`src/rtl/core/kat_pkg.sv`:
```
// Shared widths, command and status codes, and token control type for the keyed append table.
`timescale 1ns / 1ps

package kat_pkg;

	localparam int CMD_W    = 3;
	localparam int DATA_W   = 32;
	localparam int STATUS_W = 3;
	localparam int COUNT_W  = 5;
	localparam int CAP_W    = 5;

	localparam logic [CAP_W-1:0] CAP_RESET = 5'd16;

	localparam logic [CMD_W-1:0] CMD_APPEND = 3'd0;
	localparam logic [CMD_W-1:0] CMD_FIRST  = 3'd1;
	localparam logic [CMD_W-1:0] CMD_LAST   = 3'd2;
	localparam logic [CMD_W-1:0] CMD_NEXT   = 3'd3;
	localparam logic [CMD_W-1:0] CMD_REWIND = 3'd4;
	localparam logic [CMD_W-1:0] CMD_LOOKUP = 3'd5;

	localparam logic [STATUS_W-1:0] ST_OK    = 3'd0;
	localparam logic [STATUS_W-1:0] ST_FULL  = 3'd1;
	localparam logic [STATUS_W-1:0] ST_EMPTY = 3'd2;
	localparam logic [STATUS_W-1:0] ST_END   = 3'd3;
	localparam logic [STATUS_W-1:0] ST_MISS  = 3'd4;

	typedef logic [1:0] op_t;

	localparam op_t OP_NOP  = 2'd0;
	localparam op_t OP_WR   = 2'd1;
	localparam op_t OP_RD   = 2'd2;
	localparam op_t OP_SRCH = 2'd3;

	// Control part of the token that walks along the row of cells.
	typedef struct packed {
		logic valid;
		op_t  op;
		logic found;
	} tok_ctl_t;

endpackage

```
`src/rtl/core/kat_if.sv`:
```
// Command and result channel interfaces of the keyed append table.
`timescale 1ns / 1ps

interface kat_cmd_if import kat_pkg::*; ();
	logic              valid;
	logic              ready;
	logic [CMD_W-1:0]  command;
	logic [DATA_W-1:0] in_key;
	logic [DATA_W-1:0] in_value;

	modport source (output valid, output command, output in_key, output in_value, input ready);
	modport sink   (input valid, input command, input in_key, input in_value, output ready);
endinterface

interface kat_res_if import kat_pkg::*; ();
	logic                valid;
	logic                ready;
	logic [DATA_W-1:0]   out_key;
	logic [DATA_W-1:0]   out_value;
	logic [STATUS_W-1:0] status;
	logic [COUNT_W-1:0]  count;

	modport source (output valid, output out_key, output out_value, output status,
		output count, input ready);
	modport sink   (input valid, input out_key, input out_value, input status,
		input count, output ready);
endinterface

```
`src/rtl/core/kat_cell.sv`:
```
// One table cell: holds one key/value entry and forwards the token to its neighbor.
`timescale 1ns / 1ps

module kat_cell import kat_pkg::*; #(
	parameter int KW = 32,
	parameter int VW = 32,
	parameter int IW = 5
) (
	input  logic          clk,
	input  logic          arst_n,
	input  logic [IW-1:0] cell_idx,
	input  tok_ctl_t      in_ctl,
	input  logic [IW-1:0] in_idx,
	input  logic [KW-1:0] in_key,
	input  logic [VW-1:0] in_val,
	output tok_ctl_t      out_ctl,
	output logic [IW-1:0] out_idx,
	output logic [KW-1:0] out_key,
	output logic [VW-1:0] out_val
);

	logic [KW-1:0] ent_key_q;
	logic [VW-1:0] ent_val_q;
	tok_ctl_t      ctl_q;
	logic [IW-1:0] idx_q;
	logic [KW-1:0] key_q;
	logic [VW-1:0] val_q;
	logic          wr_hit;
	logic          rd_hit;
	logic          sr_hit;

	assign wr_hit = in_ctl.valid && (in_ctl.op == OP_WR) && (in_idx == cell_idx);
	assign rd_hit = in_ctl.valid && (in_ctl.op == OP_RD) && (in_idx == cell_idx);
	// For a search the index field carries the fill count until a match replaces it.
	assign sr_hit = in_ctl.valid && (in_ctl.op == OP_SRCH) && !in_ctl.found &&
		(cell_idx < in_idx) && (ent_key_q == in_key);

	always_ff @(posedge clk) begin
		if (wr_hit) begin
			ent_key_q <= in_key;
			ent_val_q <= in_val;
		end
	end

	always_ff @(posedge clk or negedge arst_n) begin
		if (!arst_n) begin
			ctl_q <= '0;
		end else begin
			ctl_q <= '{valid: in_ctl.valid, op: in_ctl.op, found: in_ctl.found | sr_hit};
		end
	end

	always_ff @(posedge clk) begin
		idx_q <= sr_hit ? cell_idx : in_idx;
		key_q <= (rd_hit || sr_hit) ? ent_key_q : in_key;
		val_q <= (rd_hit || sr_hit) ? ent_val_q : in_val;
	end

	assign out_ctl = ctl_q;
	assign out_idx = idx_q;
	assign out_key = key_q;
	assign out_val = val_q;

endmodule

```
`src/rtl/core/keyed_append_table.sv`:
```
// Top level of the keyed append table: command decode, token launch, result return.
`timescale 1ns / 1ps

// The keyed append table stores up to DEPTH key/value entries in a row of DEPTH
// cells, filled in order and never removed. Each command transaction (append,
// first, last, next, rewind, lookup) launches one token into cell 0; the token
// moves one cell per clock, and the cell it addresses writes or returns its
// entry, while a lookup compares the key in every cell it passes and keeps the
// lowest match. A command is accepted only when the table is idle, and the
// next one can be accepted once the token has crossed the row, the result
// has been captured and it has moved from the capture stage into the
// output register. The result then waits there without holding up the next
// command; if the output register still holds an untaken result when the next
// one is captured, that one waits in the capture stage and the table stays
// busy until the sink takes the older result. The capacity register (reset 16)
// limits appends to min(capacity, DEPTH); the user must write it through cfg_we
// and cfg_wdata while the table is idle, unchecked by the block. Entries need
// no clearing after reset, since only entries below the fill count are ever read.

module keyed_append_table import kat_pkg::*; #(
	parameter int DEPTH       = 16,
	parameter int KEY_WIDTH   = 32,
	parameter int VALUE_WIDTH = 32
) (
	input  logic             clk,
	input  logic             arst_n,
	input  logic             cfg_we,
	input  logic [CAP_W-1:0] cfg_wdata,
	kat_cmd_if.sink          cmd,
	kat_res_if.source        res
);

	// Stored widths never exceed the port width, since keys and values arrive on
	// 32-bit fields.
	localparam int KW = (KEY_WIDTH < DATA_W) ? KEY_WIDTH : DATA_W;
	localparam int VW = (VALUE_WIDTH < DATA_W) ? VALUE_WIDTH : DATA_W;
	// Index and count width: must hold DEPTH itself.
	localparam int CW = $clog2(DEPTH + 1);
	// Width used to compare the fill count against the capacity register.
	localparam int LW = (CW > CAP_W) ? CW : CAP_W;

	logic [CAP_W-1:0]    cap_q;
	logic [CW-1:0]       fill_q;
	logic [CW-1:0]       cursor_q;
	logic                busy_q;
	logic [STATUS_W-1:0] st_q;

	// Token chain: position 0 is the launch point, position DEPTH leaves the row.
	tok_ctl_t      ctl_c [DEPTH+1];
	logic [CW-1:0] idx_c [DEPTH+1];
	logic [KW-1:0] key_c [DEPTH+1];
	logic [VW-1:0] val_c [DEPTH+1];

	logic                accept;
	logic                full;
	op_t                 dec_op;
	logic [CW-1:0]       dec_idx;
	logic [STATUS_W-1:0] dec_st;

	// Result waiting between the end of the row and the output register.
	logic                pend_valid_q;
	logic [DATA_W-1:0]   pend_key_q;
	logic [DATA_W-1:0]   pend_val_q;
	logic [STATUS_W-1:0] pend_st_q;
	logic                pend_move;

	logic                out_valid_q;
	logic [DATA_W-1:0]   out_key_q;
	logic [DATA_W-1:0]   out_val_q;
	logic [STATUS_W-1:0] out_st_q;
	logic [COUNT_W-1:0]  out_cnt_q;

	logic exit_valid;
	logic exit_hit;
	logic exit_srch;

	assign cmd.ready = !busy_q;
	assign accept    = cmd.valid && !busy_q;

	// The table is full once the fill count reaches either the capacity register
	// or the physical depth.
	assign full = (LW'(fill_q) >= LW'(cap_q)) || (LW'(fill_q) >= LW'(DEPTH));

	// Command decode. Errors that depend only on the count and cursor are settled
	// here, and such commands launch a token that does nothing.
	always_comb begin
		dec_op  = OP_NOP;
		dec_idx = '0;
		dec_st  = ST_OK;
		case (cmd.command)
			CMD_APPEND: begin
				if (full) begin
					dec_st = ST_FULL;
				end else begin
					dec_op  = OP_WR;
					dec_idx = fill_q;
				end
			end
			CMD_FIRST, CMD_LAST: begin
				if (fill_q == '0) begin
					dec_st = ST_EMPTY;
				end else begin
					dec_op  = OP_RD;
					dec_idx = (cmd.command == CMD_FIRST) ? '0 : fill_q - 1'b1;
				end
			end
			CMD_NEXT: begin
				if (cursor_q >= fill_q) begin
					dec_st = ST_END;
				end else begin
					dec_op  = OP_RD;
					dec_idx = cursor_q;
				end
			end
			CMD_REWIND: begin
				if (fill_q == '0) begin
					dec_st = ST_EMPTY;
				end
			end
			CMD_LOOKUP: begin
				// The search carries the fill count so cells past it never match.
				dec_op  = OP_SRCH;
				dec_idx = fill_q;
			end
			default: begin
			end
		endcase
	end

	assign ctl_c[0] = '{valid: accept, op: dec_op, found: 1'b0};
	assign idx_c[0] = dec_idx;
	assign key_c[0] = KW'(cmd.in_key);
	assign val_c[0] = VW'(cmd.in_value);

	for (genvar i = 0; i < DEPTH; i++) begin : g_cell
		kat_cell #(
			.KW (KW),
			.VW (VW),
			.IW (CW)
		) u_cell (
			.clk      (clk),
			.arst_n   (arst_n),
			.cell_idx (CW'(i)),
			.in_ctl   (ctl_c[i]),
			.in_idx   (idx_c[i]),
			.in_key   (key_c[i]),
			.in_val   (val_c[i]),
			.out_ctl  (ctl_c[i+1]),
			.out_idx  (idx_c[i+1]),
			.out_key  (key_c[i+1]),
			.out_val  (val_c[i+1])
		);
	end

	assign exit_valid = ctl_c[DEPTH].valid;
	assign exit_srch  = ctl_c[DEPTH].op == OP_SRCH;
	assign exit_hit   = (ctl_c[DEPTH].op == OP_RD) || (exit_srch && ctl_c[DEPTH].found);

	assign pend_move = pend_valid_q && (!out_valid_q || res.ready);

	// Configuration register.
	always_ff @(posedge clk or negedge arst_n) begin
		if (!arst_n) begin
			cap_q <= CAP_RESET;
		end else if (cfg_we) begin
			cap_q <= cfg_wdata;
		end
	end

	// Fill count and cursor. Appends, next and rewind update them at acceptance;
	// a lookup moves the cursor only when its token leaves the row with a match.
	always_ff @(posedge clk or negedge arst_n) begin
		if (!arst_n) begin
			fill_q   <= '0;
			cursor_q <= '0;
		end else if (accept) begin
			if (dec_op == OP_WR) begin
				fill_q <= fill_q + 1'b1;
			end
			if ((cmd.command == CMD_NEXT) && (dec_op == OP_RD)) begin
				cursor_q <= cursor_q + 1'b1;
			end
			if ((cmd.command == CMD_REWIND) && (fill_q != '0)) begin
				cursor_q <= '0;
			end
		end else if (exit_valid && exit_srch && ctl_c[DEPTH].found) begin
			cursor_q <= idx_c[DEPTH] + 1'b1;
		end
	end

	// The table is busy from acceptance until the result reaches the output register.
	always_ff @(posedge clk or negedge arst_n) begin
		if (!arst_n) begin
			busy_q <= 1'b0;
		end else if (accept) begin
			busy_q <= 1'b1;
		end else if (pend_move) begin
			busy_q <= 1'b0;
		end
	end

	always_ff @(posedge clk) begin
		if (accept) begin
			st_q <= dec_st;
		end
	end

	always_ff @(posedge clk or negedge arst_n) begin
		if (!arst_n) begin
			pend_valid_q <= 1'b0;
		end else if (exit_valid) begin
			pend_valid_q <= 1'b1;
		end else if (pend_move) begin
			pend_valid_q <= 1'b0;
		end
	end

	always_ff @(posedge clk) begin
		if (exit_valid) begin
			pend_key_q <= exit_hit ? DATA_W'(key_c[DEPTH]) : '0;
			pend_val_q <= exit_hit ? DATA_W'(val_c[DEPTH]) : '0;
			if (exit_srch) begin
				pend_st_q <= ctl_c[DEPTH].found ? ST_OK : ST_MISS;
			end else begin
				pend_st_q <= st_q;
			end
		end
	end

	// Output register: holds a finished result until the sink takes it.
	always_ff @(posedge clk or negedge arst_n) begin
		if (!arst_n) begin
			out_valid_q <= 1'b0;
		end else if (pend_move) begin
			out_valid_q <= 1'b1;
		end else if (res.ready) begin
			out_valid_q <= 1'b0;
		end
	end

	// The fill count no longer changes once the token is in the row, so it is
	// sampled here as the count after the command.
	always_ff @(posedge clk) begin
		if (pend_move) begin
			out_key_q <= pend_key_q;
			out_val_q <= pend_val_q;
			out_st_q  <= pend_st_q;
			out_cnt_q <= COUNT_W'(fill_q);
		end
	end

	assign res.valid     = out_valid_q;
	assign res.out_key   = out_key_q;
	assign res.out_value = out_val_q;
	assign res.status    = out_st_q;
	assign res.count     = out_cnt_q;

endmodule

```
`src/flat_wrapper.sv`:
```
// flat-port wrapper written by rule: the top's interface ports become plain ports
module keyed_append_table_flat import kat_pkg::*;
#(
	parameter int DEPTH       = 16,
	parameter int KEY_WIDTH   = 32,
	parameter int VALUE_WIDTH = 32
)
  (clk, arst_n, cfg_we, cfg_wdata, cmd_valid, cmd_command, cmd_in_key, cmd_in_value, cmd_ready, res_valid, res_out_key, res_out_value, res_status, res_count, res_ready);
  kat_cmd_if cmd_i ();
  kat_res_if res_i ();
  input  logic clk;
  input  logic arst_n;
  input  logic cfg_we;
  input  logic [CAP_W-1:0] cfg_wdata;
  input wire logic [$bits(cmd_i.valid)-1:0] cmd_valid;
  input wire logic [$bits(cmd_i.command)-1:0] cmd_command;
  input wire logic [$bits(cmd_i.in_key)-1:0] cmd_in_key;
  input wire logic [$bits(cmd_i.in_value)-1:0] cmd_in_value;
  output wire logic [$bits(cmd_i.ready)-1:0] cmd_ready;
  output wire logic [$bits(res_i.valid)-1:0] res_valid;
  output wire logic [$bits(res_i.out_key)-1:0] res_out_key;
  output wire logic [$bits(res_i.out_value)-1:0] res_out_value;
  output wire logic [$bits(res_i.status)-1:0] res_status;
  output wire logic [$bits(res_i.count)-1:0] res_count;
  input wire logic [$bits(res_i.ready)-1:0] res_ready;
  assign cmd_i.valid = cmd_valid;
  assign cmd_i.command = cmd_command;
  assign cmd_i.in_key = cmd_in_key;
  assign cmd_i.in_value = cmd_in_value;
  assign cmd_ready = cmd_i.ready;
  assign res_valid = res_i.valid;
  assign res_out_key = res_i.out_key;
  assign res_out_value = res_i.out_value;
  assign res_status = res_i.status;
  assign res_count = res_i.count;
  assign res_i.ready = res_ready;
  keyed_append_table #(.DEPTH(DEPTH), .KEY_WIDTH(KEY_WIDTH), .VALUE_WIDTH(VALUE_WIDTH)) u_core (.clk(clk), .arst_n(arst_n), .cfg_we(cfg_we), .cfg_wdata(cfg_wdata), .cmd(cmd_i), .res(res_i));
endmodule
```
`config.mk`:
```
export PLATFORM = sky130hd
export DESIGN_NAME = keyed_append_table_flat
export DESIGN_NICKNAME = d
export VERILOG_FILES = /design/src/rtl/core/kat_pkg.sv /design/src/rtl/core/kat_if.sv /design/src/rtl/core/kat_cell.sv /design/src/rtl/core/keyed_append_table.sv /design/src/flat_wrapper.sv
export SDC_FILE = /design/constraint.sdc
export NUM_CORES = 2
export LEC_CHECK = 0
export ABC_CLOCK_PERIOD_IN_PS = 10400
export BUFFER_PORTS_ARGS = -buffer_cell sky130_fd_sc_hd__buf_2
export CELL_PAD_IN_SITES_DETAIL_PLACEMENT = 1
export CELL_PAD_IN_SITES_GLOBAL_PLACEMENT = 1
export CORE_MARGIN = 4
export CORE_UTILIZATION = 42
export DETAILED_ROUTE_END_ITERATION = 10
export PLACE_DENSITY_LB_ADDON = 0.2
export RECOVER_POWER = 25
export SLEW_MARGIN = 10
export SYNTH_ARGS = -nofsm -noshare
export SYNTH_HDL_FRONTEND = slang
export SYNTH_SLANG_ARGS = --single-unit
```
`constraint.sdc`:
```
create_clock -name clk -period 10.4 [get_ports clk]
set_input_delay 1.56 -clock clk [delete_from_list [all_inputs] [get_ports clk]]
set_output_delay 1.56 -clock clk [all_outputs]
set_load 0.01 [all_outputs]
```
# After elaboration in Yosys (flattened, before gate mapping)
# Index checks and enable logic that the tools add are counted.
[classes]
addsub = 4
n_lt_le_gt_ge = 19
n_eq_ne = 87
n_mux = 56
n_bitwise = 15
n_reduce_logical = 182
[ops]
columns = ["operator", "count"]
rows = [
  ["32-bit two-way mux", 32],
  ["32-bit == test", 16],
  ["1-bit logical AND", 134],
  ["2-bit == test, second input constant", 34],
  ["5-bit by 4-bit == test with 1-bit output, second input constant", 8],
  ["4-bit by 5-bit less-than comparator with 1-bit output, first input constant", 8],
  ["5-bit two-way mux", 8],
  ["2-bit by 1-bit == test with 1-bit output, second input constant", 16],
  ["5-bit by 3-bit == test with 1-bit output, second input constant", 4],
  ["3-bit by 5-bit less-than comparator with 1-bit output, first input constant", 4],
  ["5-bit case mux with 4 select lines", 1],
  ["1-bit logical OR", 19],
  ["1-bit zero test", 17],
  ["5-bit by 1-bit adder with 5-bit output, second input constant", 3],
  ["1-bit OR", 15],
  ["5-bit by 2-bit == test with 1-bit output, second input constant", 2],
  ["5-bit >= comparator", 2],
  ["5-bit zero test", 2],
  ["1-bit by 5-bit less-than comparator with 1-bit output, first input constant", 2],
  ["2-bit by 5-bit less-than comparator with 1-bit output, first input constant", 2],
  ["3-bit case mux with 3 select lines", 1],
  ["2-bit two-way mux", 4],
  ["2-bit case mux with 4 select lines", 1],
  ["2-bit nonzero test", 4],
  ["14 further kinds", 24],
]
[word_totals]
regBits = 2352
inputBits = 77
out_inout_bits = 74
wordCells = 505

# Longest topological paths before layout
[logic_depth]
word_depth = 10
ltp_mapped = 12
mapped_depth_nobuf = 10

# By module
# From an unflattened synthesis, not the netlist that was laid out.
[unflattened]
hier_cells = 4959
area_unflattened_um2 = 85590.8
[by_module_without_submodules]
columns = ["mod", "n_inst", "cells_each", "area_per_inst_um2"]
rows = [
  ["kat_cell (u_core.g_cell[13].u_cell ...)", 12, 281, 4999.8],
  ["kat_cell (u_core.g_cell[0].u_cell ...)", 4, 298, 4849.7],
  ["keyed_append_table", 1, 395, 6194.7],
]

# Worst setup path after synthesis
# No wires, ideal clock.
[synth_timing]
kind = "reg2reg"
from = "register u_core.g_cell[14].u_cell.ctl_q (netlist bit u_core.g_cell[14].u_cell.out_ctl[2])"
to = "register u_core.g_cell[15].u_cell.ent_key_q[0] (enable)"
setup_time_ns = 0.644
arrival_time_ns = 6.619
t_required_ns = 9.756
path_slack_ns = 3.137
stages_incl_launch_ff = 2
synth_period_minus_slack_ns = 7.263
path_cell_list = "dfrtp_1 -> nor4_1"
[synth_between]
elab_chain_cells = 3
[synth_lines]
columns = ["element", "line_no", "rtl"]
rows = [
  ["start, declared", "kat_cell.sv:24", "tok_ctl_t ctl_q;"],
  ["start signal, assigned", "kat_cell.sv:49", "ctl_q <= '{valid: in_ctl.valid, op: in_ctl.op, found: in_ctl.found | sr_hit};"],
  ["2-bit by 1-bit == test with 1-bit output", "kat_cell.sv:32", "assign wr_hit = in_ctl.valid && (in_ctl.op == OP_WR) && (in_idx == cell_idx);"],
  ["1-bit logical AND (2 in series)", "kat_cell.sv:32", ""],
  ["via u_core.g_cell[15].u_cell.wr_hit", "kat_cell.sv:28", "logic wr_hit;"],
  ["end signal, assigned", "kat_cell.sv:40", "ent_key_q <= in_key;"],
  ["end, declared", "kat_cell.sv:22", "logic [KW-1:0] ent_key_q;"],
]
# The timed path passes the listed nets, and every way through them passes these cells.
# A chain may end at the register's enable or synchronous reset.

# Final worst setup path
[layout_timing]
from = "register u_core.fill_q[0]"
to = "register u_core.g_cell[0].u_cell.val_q[26]"
[layout_between]
elab_chain_cells = 10
elab_cells_between_ends = 26
cone_classes = "add/sub (1); order compare (4); eq/ne (2); mux (10); reduce/logical (9)"
[layout_lines]
columns = ["element", "line_no", "rtl"]
rows = [
  ["start, declared", "keyed_append_table.sv:43", "logic [CW-1:0] fill_q;"],
  ["start signal, assigned", "keyed_append_table.sv:178", "fill_q <= fill_q + 1'b1;"],
  ["parallel branches: the longest is 8 deep, another holds 5-bit by 1-bit subtractor with 5-bit output", "-", ""],
  ["1-bit logical OR *", "kat_cell.sv:56", "val_q <= (rd_hit || sr_hit) ? ent_val_q : in_val;"],
  ["32-bit two-way mux *", "kat_cell.sv:56", ""],
  ["end signal, assigned", "kat_cell.sv:56", ""],
  ["end, declared", "kat_cell.sv:27", "logic [VW-1:0] val_q;"],
]
# Every way passes the cells marked *.

==> impl_metrics.prom <==
# TYPE chip_impl_metric gauge
chip_impl_info{name="run_status",value="completed"} 1
chip_impl_metric{name="route.vias.total",unit=""} 36300
chip_impl_info{name="unrepaired_setup_endpoints_after_global_routing",value="no"} 1
chip_impl_metric{name="worst_reg_to_reg_cells",unit=""} 11
chip_impl_metric{name="floorplan.die_area",unit="µm²"} 196300
chip_impl_metric{name="die_w",unit="µm"} 443.1
chip_impl_metric{name="hold_viol_final",unit=""} 0
chip_impl_metric{name="final.setup.worst_slack",unit="ns"} 6.078
chip_impl_metric{name="timing.max_cap.violations",unit=""} 0
chip_impl_metric{name="insertion_delay",unit="ns"} 0.83
chip_impl_metric{name="cts-buffers-inserted",unit=""} 234
chip_impl_metric{name="avgSynthCellArea",unit="µm²"} 17.14
chip_impl_metric{name="drtPass1Iterations",unit=""} 5
chip_impl_metric{name="area_growth_syn_to_layout",unit="%"} 14.92
chip_impl_metric{name="worst-path-max-fanout",unit=""} 58
chip_impl_metric{name="synthesis.area",unit="µm²"} 79510
chip_impl_metric{name="post_synth_fa_ha_maj_area_fraction",unit="%"} 0.2203
chip_impl_metric{name="start_util",unit="%"} 42.29
chip_impl_info{name="top_count_cell_post_synth",value="edfxtp_1"} 1
chip_impl_metric{name="fin_worst_skew",unit="ns"} 0.02138
chip_impl_metric{name="drive_above_1_share",unit="%"} 31.20
chip_impl_metric{name="switching_pwr",unit="W"} 0.003779
chip_impl_metric{name="worst_hold_path.num_cells",unit=""} 0
chip_impl_metric{name="pwr-share-comb",unit="%"} 2.0
chip_impl_info{name="setup.worst_path.class",value="register to register"} 1
chip_impl_metric{name="synth-simple-area-share",unit="%"} 3.774
chip_impl_metric{name="postSynthNetCount",unit=""} 4729
chip_impl_metric{name="final-setup-viol-count",unit=""} 0
chip_impl_metric{name="whs",unit="ns"} 0.4027
chip_impl_metric{name="via_per_inst",unit=""} 4.742
chip_impl_metric{name="slew_headroom",unit="%"} 33.14
chip_impl_info{name="synth_top_family_by_area",value="multiplexers"} 1
chip_impl_metric{name="drt_iter0_drc",unit=""} 1648
chip_impl_metric{name="routability_driven_placement_congestion_ratio",unit=""} 0.7493
chip_impl_metric{name="final_critical_delay_including_setup_and_external_delays",unit="ns"} 4.322
chip_impl_info{name="cts-root-buf",value="clkbuf_16"} 1
chip_impl_info{name="synth.cells.most_frequent",value="edfxtp_1 (1165), dfxtp_1 (1104), mux2_2 (992)"} 1
chip_impl_metric{name="number_of_antenna_violations_at_the_first_check_in_global_routing",unit=""} 3
chip_impl_info{name="timing.critical_path.from_type",value="register"} 1
chip_impl_metric{name="clock_power_share",unit="%"} 44.7
chip_impl_metric{name="syn-instance-count",unit=""} 4638
chip_impl_metric{name="postCtsSetupBuffers",unit=""} 0
chip_impl_metric{name="share_of_async_settable_or_async_resettable_flops_after_synthesis",unit="%"} 3.488
chip_impl_metric{name="unique_cell_type_count_in_the_yosys_netlist",unit=""} 64
chip_impl_metric{name="total_global_routing_track_utilization",unit="%"} 14.29
chip_impl_metric{name="cts_num_sinks",unit=""} 2351
chip_impl_metric{name="worst_vdd_drop",unit="µV"} 172.8
chip_impl_metric{name="fillCellCount",unit=""} 17690
chip_impl_metric{name="placement.io_buffers",unit=""} 150
chip_impl_metric{name="gr-total-overflow",unit=""} 0
chip_impl_metric{name="largest_net_degree_at_the_start_of_global_routing",unit=""} 83
chip_impl_metric{name="timing.final.max_slew_violations",unit=""} 0
chip_impl_metric{name="finish.net_count",unit=""} 5038
chip_impl_metric{name="drt.antenna.violating_nets",unit=""} 0
chip_impl_metric{name="share_of_cell_area_taken_by_muxes_after_synthesis",unit="%"} 14.53
chip_impl_metric{name="max_freq",unit="GHz"} 0.2314
chip_impl_info{name="crit_slowest_cell",value="buf_4"} 1
chip_impl_metric{name="power_report.internal_total",unit="W"} 0.01522
chip_impl_metric{name="post_synth_xor_area_fraction",unit="%"} 5.640
chip_impl_metric{name="core_area",unit="µm²"} 188000
chip_impl_metric{name="max_stage_delay",unit="ns"} 0.69
chip_impl_metric{name="req_time_crit_path",unit="ns"} 11.10
chip_impl_metric{name="holdBufCountCts",unit=""} 0
chip_impl_metric{name="ctsHtreeMaxLevel",unit=""} 4
chip_impl_metric{name="die_span_y",unit="µm"} 443.1
chip_impl_metric{name="tightest_pin_transition",unit="ns"} 0.9937
chip_impl_info{name="synth_top_cells_by_area",value="edfxtp_1 (44%), dfxtp_1 (28%), mux2_2 (14%)"} 1
chip_impl_metric{name="pin_count",unit=""} 151
chip_impl_metric{name="rows",unit=""} 159
chip_impl_metric{name="place.detailed.hpwl",unit="mm"} 91.74
chip_impl_metric{name="worst-endpoint-arrival",unit="ns"} 5.02
chip_impl_metric{name="first_global_vias",unit=""} 39220
chip_impl_metric{name="setup-tns-final",unit="ns"} 0
chip_impl_info{name="end_kind",value="register"} 1
chip_impl_metric{name="post-route-drc-count",unit=""} 0
chip_impl_info{name="tritoncts",value="yes"} 1
chip_impl_metric{name="synth_top_area_share",unit="%"} 44.00
chip_impl_metric{name="cts.reportedPaths.clkPinSlew",unit="ns"} 0.06
chip_impl_info{name="dominant_cell_type_by_area_after_synthesis",value="edfxtp_1"} 1
chip_impl_metric{name="drt-wirelength-per-cell",unit="µm"} 18.27
chip_impl_metric{name="synth-seq-cells",unit=""} 2351
chip_impl_info{name="ys_dominant_reg_cell",value="edfxtp_1"} 1
chip_impl_metric{name="area_fraction_in_compound_gates_after_synthesis",unit="%"} 0.6987
chip_impl_metric{name="dp_slack",unit="ns"} 5.317
chip_impl_metric{name="part_of_the_total_power_dissipated_in_sequential_elements",unit="%"} 53.3
chip_impl_metric{name="cts.path.max_buffers",unit=""} 3
chip_impl_info{name="critical_path.cell_chain",value="inv_1, ha_1, or4b_1, nand2b_2, nor2_1, a221oi_1, and4b_1, nand4_2, mux2i_4, buf_4, mux2_2"} 1
chip_impl_metric{name="edff_count_synth",unit=""} 1165
chip_impl_metric{name="total_leakage_power",unit="nW"} 32.81
chip_impl_metric{name="drt-total-wl",unit="mm"} 139.9
chip_impl_metric{name="layout_worst_path_cycle_share",unit="%"} 41.56
chip_impl_metric{name="p_sw_share",unit="%"} 19.89
chip_impl_info{name="timing.hold.worst.class",value="register to register"} 1
chip_impl_metric{name="grt_first_pass_wirelength",unit="mm"} 226.0
chip_impl_metric{name="ys_warn_count",unit=""} 0
chip_impl_metric{name="power.density_cell_area",unit="nW/µm²"} 207.9
chip_impl_metric{name="post_cts_resize_count",unit=""} 0
chip_impl_metric{name="synth_seq_area_share",unit="%"} 74.38
[per-stage QoR]
step           power, W  instances  area, µm²  util, %
6_report        0.01900       7656      91370    48.60
2_1_floorplan   0.01053       4638      79510        -
3_5_place_dp    0.01071       7205      83380    44.35
3_3_place_gp    0.01069       7205      83380    44.35
4_1_cts         0.01929       7654      91340    48.59
5_1_grt         0.01977       7656      91370    48.60
[layer usage]
metal	vias up	wire length, µm	track usage, %
met5	-	11	0
met4	2	3275	4.211
met3	231	4454	2.746
met2	419	68900	24.00
met1	18100	63260	18.84
li1	17560	-	-
[final timing paths]
check,start,endpoint,slack [ns]
setup / recovery,u_core.fill_q[0],u_core.g_cell[0].u_cell.out_val[26],6.08
hold / removal,u_core.g_cell[6].u_cell.out_ctl[3],u_core.g_cell[7].u_cell.out_ctl[3],0.40
setup reg to reg,u_core.fill_q[0],u_core.g_cell[0].u_cell.out_val[26],6.08
hold reg to reg,u_core.g_cell[6].u_cell.out_ctl[3],u_core.g_cell[7].u_cell.out_ctl[3],0.40
max in group asynchronous,arst_n,u_core.g_cell[15].u_cell.out_ctl[3],9.08
min in group asynchronous,arst_n,u_core.fill_q[3],0.64
[area by class of cell]
| type | count | area (µm²) | area share (%) |
|---|---|---|---|
| clock inverter | 100 | 1131 | 1.238 |
| multi-input combinational | 2142 | 19960 | 21.85 |
| sequential | 2351 | 59140 | 64.72 |
| clock buffer | 349 | 6830 | 7.475 |
| timing repair buffer | 191 | 1081 | 1.183 |
| antenna | 1 | 2.502 | 0.002739 |
| inverter | 27 | 101.3 | 0.1109 |
| tap | 2495 | 3122 | 3.416 |
[power by group through the flow]
stage / Clock [W] / Combinational [W] / Sequential (W)
4_1_cts: 0.00877 / 0.000392 / 0.0101
3_5_place_dp: 0 / 0.000382 / 0.0103
6_report: 0.00849 / 0.000380 / 0.0101
5_1_grt: 0.00919 / 0.000428 / 0.0102
2_1_floorplan: 0 / 0.000280 / 0.0102
3_3_place_gp: 0 / 0.000378 / 0.0103
[worst max-delay path: cells and delay by family, from the launching register on]
kind	cells	cell delay (ns)
flops	1	0.49
fa+ha+maj	1	0.23
compound gates	1	0.35
buf+inv	2	0.87
simple gates	5	1.35
mux	2	0.80
[registers in the layout (all words and copies together) (netlist names), 3 cells and up]
| name | cells |
|---|---|
| u_core.g_cell.u_cell.ent_key_q | 512 |
| u_core.g_cell.u_cell.ent_val_q | 512 |
| u_core.g_cell.u_cell.out_key | 512 |
| u_core.g_cell.u_cell.out_val | 512 |
| u_core.g_cell.u_cell.out_idx | 80 |
| u_core.g_cell.u_cell.out_ctl | 64 |
| u_core.pend_key_q | 32 |
| u_core.pend_val_q | 32 |
| u_core.res.out_key | 32 |
| u_core.res.out_value | 32 |
| u_core.cap_q | 5 |
| u_core.cursor_q | 5 |
| u_core.fill_q | 5 |
| u_core.res.count | 5 |
| u_core.pend_st_q | 3 |
| u_core.res.status | 3 |
[placed cells by master, fill, tap and decap left out, types with 7 or more instances in the layout]
master / instances
xor2_1: 268
inv_6: 7
nor2b_1: 21
a21oi_1: 14
buf_4: 41
clkbuf_8: 33
clkbuf_16: 244
o21ai_0: 27
or2_2: 23
dfrtp_1: 80
nor4_1: 78
clkinv_2: 43
clkbuf_1: 72
mux2_2: 992
nor3_1: 25
inv_1: 27
buf_2: 149
xnor2_1: 244
nand4_1: 76
nand2b_1: 29
nor3_2: 12
nand2_1: 60
ha_1: 14
bufinv_16: 20
and2_1: 91
dfxtp_1: 1104
nand3_1: 23
nor2_1: 16
edfxtp_1: 1165
mux2_1: 31
clkinv_1: 15
[kinds of logic (layout without fill, tap and decap cells)]
group	count (synthesis)	after routing
compound gates	84	84
fa+ha+maj	14	14
mux	1025	1025
buf+inv	145	667
other cells	0	1
simple gates	507	507
flops	2351	2351
xor+xnor	512	512
Note: power is estimated with default switching activity, not from simulation.
